<file path="src/rtl/core/mcu_pkg.sv">
// Shared types and constants for the max-min closure update unit.
// Holds the command and result word layouts, opcodes, FSM states and memory control.
// No dependencies.
package mcu_pkg;

	// Width of one stored bottleneck value
	localparam int ValW = 30;

	// Values at or above this count as unreachable (infinite)
	localparam logic [ValW-1:0] InfValue = 30'd1000000001;

	// Command opcodes
	typedef enum logic [1:0] {
		OP_WRITE  = 2'd0,
		OP_UPDATE = 2'd1,
		OP_READ   = 2'd2,
		OP_NONE   = 2'd3
	} mcu_op_t;

	// Command word
	typedef struct packed {
		logic [1:0]      opcode;
		logic [7:0]      row_index;
		logic [7:0]      col_index;
		logic [ValW-1:0] entry_value;
	} mcu_cmd_t;

	// Result word
	typedef struct packed {
		logic [ValW-1:0] entry_out;
		logic            update_skipped;
		logic            bad_index;
	} mcu_res_t;

	// Memory port strobes
	typedef struct packed {
		logic re;
		logic we;
	} mcu_mem_ctl_t;

	// Controller states
	typedef enum logic [2:0] {
		ST_IDLE,
		ST_READ,
		ST_PIVOT,
		ST_SW_A,
		ST_SW_B,
		ST_SW_C,
		ST_SW_W
	} mcu_state_t;

endpackage

</file>
<file path="src/rtl/core/mcu_sweep_ctrl.sv">
// Command sequencer: single entry access, pivot check and in-place max-min sweep.
// Depends on mcu_pkg; drives the port of mcu_matrix_ram.
module mcu_sweep_ctrl #(
	parameter int IW = 8,
	parameter int SW = 9
) (
	input  logic                        clk,
	input  logic                        arst_n,
	input  logic                        start,
	input  mcu_pkg::mcu_cmd_t           cmd,
	input  logic [SW-1:0]               size,
	output logic                        busy,
	output mcu_pkg::mcu_mem_ctl_t       mem_ctl,
	output logic [2*IW-1:0]             mem_addr,
	output logic [mcu_pkg::ValW-1:0]    mem_wdata,
	input  logic [mcu_pkg::ValW-1:0]    mem_rdata,
	output logic                        res_valid,
	output mcu_pkg::mcu_res_t           res
);
	import mcu_pkg::*;

	mcu_state_t      state_q, state_d;
	mcu_cmd_t        cmd_q;
	logic [IW-1:0]   i_q, j_q;
	logic [ValW-1:0] a_s2, b_s3;
	logic            accept, bad_in;
	logic            last_col, last_row, last_elem;
	logic [ValW-1:0] lo;
	logic [IW-1:0]   x_idx, y_idx;

	assign accept = start && (state_q == ST_IDLE);
	assign busy   = (state_q != ST_IDLE);

	// Index check against the active square
	assign bad_in = (SW'(cmd.row_index) >= size) || (SW'(cmd.col_index) >= size);

	assign x_idx = IW'(cmd_q.row_index);
	assign y_idx = IW'(cmd_q.col_index);

	// Sweep position
	assign last_col  = (SW'(j_q) == size - 1'b1);
	assign last_row  = (SW'(i_q) == size - 1'b1);
	assign last_elem = last_col && last_row;

	// Candidate value: min of the pivot column and pivot row entries
	assign lo = (a_s2 < b_s3) ? a_s2 : b_s3;

	// Next state
	always_comb begin
		state_d = state_q;
		unique case (state_q)
			ST_IDLE: begin
				if (accept && !bad_in) begin
					unique case (cmd.opcode)
						OP_READ:   state_d = ST_READ;
						OP_UPDATE: state_d = ST_PIVOT;
						default:   state_d = ST_IDLE;
					endcase
				end
			end
			ST_READ:  state_d = ST_IDLE;
			ST_PIVOT: state_d = (mem_rdata >= InfValue) ? ST_IDLE : ST_SW_A;
			ST_SW_A:  state_d = ST_SW_B;
			ST_SW_B:  state_d = ST_SW_C;
			ST_SW_C:  state_d = ST_SW_W;
			ST_SW_W:  state_d = last_elem ? ST_IDLE : ST_SW_A;
			default:  state_d = ST_IDLE;
		endcase
	end

	// Outputs: memory requests and the result word
	always_comb begin
		mem_ctl   = '0;
		mem_addr  = '0;
		mem_wdata = lo;
		res_valid = 1'b0;
		res       = '0;
		unique case (state_q)
			ST_IDLE: begin
				if (accept) begin
					if (cmd.opcode == OP_NONE) begin
						res_valid = 1'b1;
					end else if (bad_in) begin
						res_valid     = 1'b1;
						res.bad_index = 1'b1;
					end else begin
						mem_addr = {IW'(cmd.row_index), IW'(cmd.col_index)};
						unique case (cmd.opcode)
							OP_WRITE: begin
								mem_ctl.we = 1'b1;
								mem_wdata  = cmd.entry_value;
								res_valid  = 1'b1;
							end
							default: mem_ctl.re = 1'b1;
						endcase
					end
				end
			end
			ST_READ: begin
				res_valid     = 1'b1;
				res.entry_out = mem_rdata;
			end
			ST_PIVOT: begin
				if (mem_rdata >= InfValue) begin
					res_valid          = 1'b1;
					res.update_skipped = 1'b1;
				end
			end
			ST_SW_A: begin
				mem_ctl.re = 1'b1;
				mem_addr   = {i_q, x_idx};
			end
			ST_SW_B: begin
				mem_ctl.re = 1'b1;
				mem_addr   = {y_idx, j_q};
			end
			ST_SW_C: begin
				mem_ctl.re = 1'b1;
				mem_addr   = {i_q, j_q};
			end
			ST_SW_W: begin
				mem_ctl.we = (lo > mem_rdata);
				mem_addr   = {i_q, j_q};
				res_valid  = last_elem;
			end
			default: begin
				mem_ctl = '0;
			end
		endcase
	end

	// State and sweep counters
	always_ff @(posedge clk or negedge arst_n) begin
		if (!arst_n) begin
			state_q <= ST_IDLE;
			i_q     <= '0;
			j_q     <= '0;
		end else begin
			state_q <= state_d;
			if (accept) begin
				i_q <= '0;
				j_q <= '0;
			end else if (state_q == ST_SW_W) begin
				if (last_col) begin
					j_q <= '0;
					i_q <= i_q + 1'b1;
				end else begin
					j_q <= j_q + 1'b1;
				end
			end
		end
	end

	// Command latch and operand capture
	always_ff @(posedge clk) begin
		if (accept) begin
			cmd_q <= cmd;
		end
		if (state_q == ST_SW_B) begin
			a_s2 <= mem_rdata;
		end
		if (state_q == ST_SW_C) begin
			b_s3 <= mem_rdata;
		end
	end

endmodule

</file>
<file path="config.mk">
export PLATFORM = sky130hd
export DESIGN_NAME = mcu_sweep_ctrl
export DESIGN_NICKNAME = d
export VERILOG_FILES = /design/src/rtl/core/mcu_pkg.sv /design/src/rtl/core/mcu_sweep_ctrl.sv
export SDC_FILE = /design/constraint.sdc
export NUM_CORES = 1
export LEC_CHECK = 0
export ABC_AREA = 1
export BUFFER_PORTS_ARGS = -buffer_cell sky130_fd_sc_hd__buf_2
export CAP_MARGIN = 20
export CORE_MARGIN = 2
export CORE_UTILIZATION = 50
export DETAILED_ROUTE_END_ITERATION = 10
export PLACE_DENSITY = 0.75
export SLEW_MARGIN = 10
export SYNTH_ARGS = -nofsm -noshare
export SYNTH_HDL_FRONTEND = slang
export SYNTH_SLANG_ARGS = --single-unit
</file>
<file path="constraint.sdc">
create_clock -name clk -period 7.1 [get_ports clk]
set_input_delay 0.71 -clock clk [delete_from_list [all_inputs] [get_ports clk]]
set_output_delay 0.71 -clock clk [all_outputs]
set_load 0.02 [all_outputs]
</file>
* After elaboration in Yosys (flattened, before gate mapping) *
Cells that the tools add are included.

word-level totals
  register bits = 95
  input bits = 90
  output and inout port bits = 82
  word-level logic and storage cells = 79

cells by class
  add/sub/neg operators = 3
  magnitude comparators = 5
  equality and inequality tests = 12
  muxes and demuxes = 39
  reductions and logical operators = 13

operators with widths
  kind                                                                   count
  30-bit two-way mux                                                     7
  16-bit one-hot mux with 4 select lines                                 1
  16-bit two-way mux                                                     3
  8-bit two-way mux                                                      6
  30-bit >= comparator, second input constant                            1
  30-bit > comparator                                                    1
  30-bit < comparator                                                    1
  8-bit by 9-bit equality test with 1-bit output                         2
  8-bit by 9-bit >= comparator with 1-bit output                         2
  3-bit one-hot mux with 6 select lines                                  1
  8-bit by 1-bit adder with 8-bit output, second input constant          2
  1-bit two-way mux                                                      11
  2-bit two-way mux                                                      5
  3-bit equality test, second input constant                             3
  9-bit by 1-bit subtractor with 9-bit output, second input constant     1
  3-bit by 2-bit equality test with 1-bit output, second input constant  2
  2-bit equality test, second input constant                             2
  1-bit one-hot mux with 2 select lines                                  2
  1-bit one-hot mux with 4 select lines                                  1
  2-bit one-hot mux with 2 select lines                                  1
  2-bit nonzero test                                                     2
  3-bit by 1-bit equality test with 1-bit output, second input constant  1
  1-bit logical AND                                                      3
  3-bit logical NOT                                                      1
  10 further kinds                                                       10

* Depth between registers and ports, before layout *
Gate-level depths: netlist of the first run.

  word-level depth = 7
  depth in mapped cells = 24
  gate-level depth less buffers = 23

* Least setup slack after synthesis of the first run *
Ideal clock, no wire load.

  path type = register -> output
  start point = reg a_s2[19]
  end point = out mem_ctl[0] (netlist name)
  arrival time = 2924 ps
  required time = 6390 ps
  path slack = 3466 ps
  stages on the path, launching flop included = 19
  buffers on the path = 1
  cell sequence = edfxtp_1 -> ha_1 -> a21oi_1 -> nor2_1 -> nor2_1 -> nand3_1 -> a21oi_1 -> clkbuf_1 -> nand3b_1 -> and2_1 -> ha_1 -> nand2_1 -> nor2_1 -> nand4_1 -> nor4b_1 -> nand2_1 -> nand2_1 -> nand2_1 -> nand2_1

RTL lines
  element                 line                   source
  from (decl)             mcu_sweep_ctrl.sv:25   logic [ValW-1:0] a_s2, b_s3;
  from (signal assigned)  mcu_sweep_ctrl.sv:160  a_s2 <= mem_rdata;
  to (decl)               mcu_sweep_ctrl.sv:13   output mcu_pkg::mcu_mem_ctl_t mem_ctl,

==> metrics.csv, run 1 <==
metric;value;unit
area_delta_synth_final;17.8;%
final_nets;1305;
syn_area;7580;sq um
cts-resized-gates;0;
ys_seq_area_share;36.4;%
clock_path_buffers;2;
required;6.39;ns
ctsHoldBuffers;0;
synth_edf_count;76;
diodes;0;
grt_pass1_wl;31800;microns
worst_hold_path_type;in2async;
start_util;50.4;%
io_buffers;171;
vias;7056;
crit_start;a_s2[13]$_DFFE_PN_;
routed_wl;20100;microns
synthFlopType;edfxtp_1;
postCtsSetupBuffers;0;
crit_fanout;16;
ant_nets;0;
grt_use_total;24.9;%
setup_tns;0;ns
setup_violations;0;
worst_slack;2.18;ns
hold_viol;0;
die_x;127;microns
p_leak;4.49;nW
ys_async_sr_fraction;20.0;%
cts.sinks;95;
syn_area_per_cell;7.78;sq um
ios;172;
min_period_over_period;69.3;%
yosys_warnings;0;
drt_iter0_drc;439;
tightest_slew;0.728;ns
outcome;completed;
seqCellArea;2760;sq um
rows;45;
mostFrequentLayoutCell;nand2_1;
slew_violations;0;
antenna_found_initial;0;
peakVddDrop;0.139;mV
vias_per_cell;5.31;
placed_cells;1314;
grt_max_degree;33;
syn_nets;1142;
gp_congestion;0.920;
period_minus_slack;4.92;ns
final_cells;1330;
die_area;16200;sq um
place_ws;2.53;ns
drive_above_1_share;20.8;%
fin_util;59.4;%
slew_headroom;51.3;%
numCtsBuffers;9;
mostFrequentLayoutCells;254 x nand2_1, 171 x buf_2, 107 x inv_1, 91 x nand3_1, 82 x nor2_1;
drc;0;
synth_top_area_share;30.1;%
clk_latency;0.35;ns
worstSetupPathType;reg2out;
worstPathArrival;4.21;ns
reg2regPathDepth;8;
grt_pass1_vias;6480;
fmax;0.203;GHz
synth_seq_cells;95;
fp.dieH;127;microns
startpoint_type;flip-flop;
multi_input_area;4240;sq um
coreArea;15000;sq um
synth_top_area_cell;edfxtp_1;
powerDensity;237;nW/um^2
r2r_slack;5.08;ns
skew;0.00709;ns
n_fill_cell;1369;
grt_setup_unrepaired;no;
dp_hpwl;15600;microns
firstDrtPassIters;5;
syn_inst;974;
reg2reg_from;state_q[2]$_DFFE_PN0P_;
cts_tree;yes;
clockRootBuffer;clkbuf_16;
clk_pin_slew;0.07;ns
r2r_end;j_q[6]$_DFFE_PN0P_;
synth_cell_types;42;
overflow;0;
post_drt_wl_per_cell;15.1;microns
cts.htree.levels;3;
critPathCaptureType;primary output;
maxCapViolations;0;
yosys-top-cells-area;edfxtp_1 30%, ha_1 13%, nand2_1 13%;
## routing by layer
metal	track usage, %	wire length, microns
met3	4.65	1230
met5	0	0
met4	8.86	499
met2	41.9	9500
met1	32.2	8830
## worst max-delay path, stage by stage (launching register included)
cell	delay (ns)
edfxtp_1	0.40
ha_1	0.31
nand2_1	0.09
nor4_1	0.31
o21ai_0	0.13
nand2_1	0.11
nand2_1	0.07
nand2_1	0.42
buf_4	0.32
nand2_1	0.10
and2_1	0.15
ha_1	0.29
nand2_1	0.10
nor2_1	0.13
nand4_1	0.10
nor4b_1	0.36
nand2_1	0.11
nand2_1	0.08
nand2_1	0.05
nand2_1	0.05
buf_2	0.18
## kinds of logic after synthesis
kind of cell | synth area share, %
AOI/OAI and AO/OA | 6.35
xor gates and xnor gates | 1.73
adders and majority gates | 12.9
buffers and inverters | 7.82
DFF | 36.4
and+or+nand+nor | 34.8
## flip-flops by register name, summed over array words and instances (netlist names)
| register | count |
|---|---|
| b_s3 | 30 |
| i_q | 8 |
| y_idx | 8 |
| j_q | 8 |
| state_q | 3 |
| a_s2 | 30 |
| x_idx | 8 |
## how the worst max path moves through the flow
stage                          to  slack (ns)  cells after the start
finish                 mem_ctl[0]        2.18                     20
global route           mem_ctl[0]        1.68                     20
CTS                    mem_ctl[0]        2.13                     20
detailed placement     mem_ctl[0]        2.53                     20
global placement    mem_wdata[14]        2.70                     15
floorplan              mem_ctl[0]        3.47                     18
## cells in the mapped netlist, types with 8 or more instances
cell type and n:
nand2_1 254, inv_1 107, nand3_1 91, nor2_1 83
ha_1 78, edfxtp_1 76, a21oi_1 39, nand3b_1 36
and2_1 29, nand4_1 21, dfrtp_1 19, o21ai_0 19
xor2_1 15, nor3_1 13, buf_2 12, inv_2 10
nand2_2 9, a22oi_1 8
## power breakdown
group	switching (mW)	total, mW	internal [mW]
clock network	0.217	0.537	0.320
registers	0.0318	0.705	0.673
logic	0.590	0.872	0.282
## stage by stage
step	total power, mW	area (sq um)	hold WS (ns)
after floorplan	1.31	7580	0.414
after global placement	1.57	8580	0.525
after detailed placement	1.59	8600	0.523
after CTS	2.12	8930	0.304
after global routing	2.25	8930	0.322
final	2.11	8930	0.297
## cell type report
cell class / instances / share of cell area (%)
Timing Repair Buffer: 177 / 10.2
Tap cell: 188 / 2.63
Multi-Input combinational cell: 735 / 47.5
Sequential cell: 95 / 30.9
Clock inverter: 6 / 1.04
Inverter: 119 / 5.04
Clock buffer: 10 / 2.68
(Power assumes the default switching activity.)
==> inputs of run 2 (changes only) <==
- PLACE_DENSITY: 0.75 -> 0.78
- clock period: 7.1 -> 3.99 ns (I/O delays scaled with it)
==> run 2 against run 1 <==
  * The run now ends with negative setup slack left
  * Wire length grew 7.8%
  * First-iteration DRC count grew 19%
  * Die area is the same
  * Via count grew 4.2%
  * Non-clock buffer count grew 14
  * Worst setup slack lost 2.2 ns
  * Final cell count grew 1.1%
  * Worst hold slack lost 0.054 ns
  * Register-to-register slack lost 3.2 ns
  * Clock power grew 88%
  * Critical endpoint unchanged
  * Largest cell class unchanged
==> metrics.csv, run 2 (synthesis gave the netlist of run 1 again) <==
metric;value;unit;change
routed_wl;21600;microns;+7.8%
firstDrtPassIters;5;;unchanged
final_nets;1319;;+1.1%
ios;172;;unchanged
p_comb_share;42.7;%;+1.4 points
whs_path_depth;1;;
critPathCaptureType;primary output;;
tightest_slew;0.559;ns;-0.169 ns
slew_headroom;62.7;%;+11 points
start_util;50.4;%;unchanged
clk_pin_slew;0.07;ns;about the same
p_leak;4.64;nW;+3.4%
clk_latency;0.36;ns;about the same
slew_violations;0;;unchanged
violations;negative setup slack;;
die_x;127;microns;unchanged
final_cells;1344;;+1.1%
p_sw;1.57;mW;+87%
required;3.59;ns;-2.80 ns
period_minus_slack;4.02;ns;
grt_use_total;26.3;%;+1.5 points
grt_pass1_wl;33500;microns;+5.5%
reg2reg_from;state_q[2]$_DFFE_PN0P_;;
crit_fanout;11;;-5
area_delta_synth_final;23.1;%;
setup_violations;1;;+1
min_period_over_period;101;%;
intPower;2.39;mW;+87%
drt_iter0_drc;523;;+19%
numCtsBuffers;9;;unchanged
overflow;0;;unchanged
worstSetupPathType;reg2out;;
die_area;16200;sq um;unchanged
drc;0;;unchanged
switching_share;39.6;%;-0.056 points
worst_slack;-0.0295;ns;-2.21 ns
gp_congestion;0.934;;+1.5%
maxCapViolations;0;;unchanged
placedInstanceArea;8650;sq um;+0.58%
skew;0.00649;ns;-0.000603 ns
reg2regPathDepth;8;;unchanged
fin_util;62.1;%;+2.7 points
worst_hold_path_type;in2reg;;
rows;45;;unchanged
peakVddDrop;0.257;mV;+85%
vias_per_cell;5.47;;+3.1%
startpoint_type;flip-flop;;
mostFrequentLayoutCell;nand2_1;;
clockRootBuffer;clkbuf_16;;
fp.dieH;127;microns;unchanged
drive_above_1_share;24.2;%;+3.4 points
seq_power_share;31.8;%;-1.5 points
antenna_found_initial;1;;+1
post_drt_wl_per_cell;16.1;microns;+6.7%
min_to;b_s3[9]$_DFFE_PP_;;
cts.htree.levels;3;;unchanged
n_fill_cell;1278;;-6.6%
r2r_slack;1.89;ns;-3.19 ns
mostFrequentLayoutCells;250 x nand2_1, 170 x buf_2, 104 x inv_1, 88 x nand3_1, 80 x nor2_1;;
finalPower;3.96;mW;+87%
coreArea;15000;sq um;unchanged
reg_top3;a_s2 (30), b_s3 (30);;
vias;7351;;+4.2%
grt_pass1_vias;6865;;+5.9%
clock_path_buffers;2;;unchanged
placed_cells;1320;;+0.46%
worstPathArrival;3.62;ns;-0.59 ns
r2r_end;j_q[6]$_DFFE_PN0P_;;
diodes;0;;unchanged
outcome;finished, violations left;;
design_area;9330;sq um;+4.5%
powerDensity;424;nW/um^2;+79%
fmax;0.249;GHz;
hold_viol;0;;unchanged
cts_tree;yes;;
dp_hpwl;16000;microns;+2.9%
hp-start;mem_rdata[9];;
grt_setup_unrepaired;yes;;
cts.sinks;95;;unchanged
io_buffers;171;;unchanged
grt_max_degree;32;;-3.0%
p_clk_share;25.5;%;about the same
ant_nets;0;;unchanged
-- run 2: changes by cell type in the layout (fill, tap and decap cells not counted), moves of 4 or more --
cell and change:
a21oi_2 +4, o21ai_1 +5, buf_4 +7, ha_4 +6, ha_1 -6, a21oi_1 -5
nand2_1 -4, o21ai_0 -5
-- run 2: worst max-delay path by stage --
stage / from / to / slack [ns] / cells after the start
after floorplan: a_s2[19]$_DFFE_PN_ / mem_ctl[0] / 0.67 / 18
after global placement: a_s2[13]$_DFFE_PN_ / mem_ctl[0] / 0.27 / 20
after detailed placement: a_s2[13]$_DFFE_PN_ / mem_ctl[0] / 0.18 / 20
after CTS: a_s2[11]$_DFFE_PN_ / mem_ctl[0] / 0.006 / 21
after global routing: a_s2[19]$_DFFE_PN_ / mem_ctl[0] / -0.25 / 23
final: a_s2[19]$_DFFE_PN_ / mem_ctl[0] / -0.03 / 23
-- run 2: power groups by stage --
stage               clock (mW)  sequential (mW)  combinational [mW]
floorplan                    0             1.25                1.08
global placement             0             1.27                1.54
detailed placement           0             1.28                1.56
CTS                       1.02             1.26                1.64
global route              1.06             1.27                1.84
finish                    1.01             1.26                1.69
-- run 2: cell type report --
class / instances / area [sq um] / area share (%)
Sequential cell: 95 / 2760 / 29.6
Clock inverter: 7 / 119 / 1.27
Tap cell: 188 / 235 / 2.52
Timing Repair Buffer: 191 / 1110 / 11.9
Multi-Input combinational cell: 735 / 4430 / 47.5
Clock buffer: 9 / 225 / 2.41
Inverter: 119 / 450 / 4.83
-- run 2: per-layer routing --
metal	part of all wire, %	vias to the layer above	global-route usage [%]
li1	-	3627	-
met1	42	3323	33.1
met2	47	343	45.6
met3	7.2	58	4.19
met4	3.2	0	10.3
met5	0	-	0
-- run 2: worst max-delay path, cell delays in order (launching register included) --
cell       delay (ns)
edfxtp_1         0.43
ha_4             0.27
a21oi_2          0.16
nor2_1           0.05
nor2_1           0.14
nand3_2          0.13
a21oi_4          0.22
buf_6            0.15
nand2_4          0.07
bufbuf_16        0.29
nand2_1          0.07
and2_1           0.13
ha_1             0.23
nand2_1          0.07
inv_1            0.04
o21ai_1          0.13
nand2_1          0.09
a21oi_2          0.15
o21ai_1          0.09
nand2_1          0.06
nand2_1          0.05
nand2_1          0.06
nand2_1          0.04
buf_4            0.16
-- run 2: stage by stage --
| stage | TNS (ns) | hold slack [ns] | setup slack [ns] |
|---|---|---|---|
| 2_1_floorplan | 0 | 0.103 | 0.667 |
| 3_3_place_gp | 0 | 0.362 | 0.269 |
| 3_5_place_dp | 0 | 0.359 | 0.183 |
| 4_1_cts | 0 | 0.235 | 0.00577 |
| 5_1_grt | -0.247 | 0.232 | -0.247 |
| 6_report | -0.0295 | 0.244 | -0.0295 |
-- run 2: timing repair --
action                     CTS  global route
hold buffers                 1             0
setup endpoints to repair    1             1
hold endpoints to repair    19             0
gates cloned                 2             0
pin swaps                    7            14
setup buffers                4             1
gates resized for setup     21            24
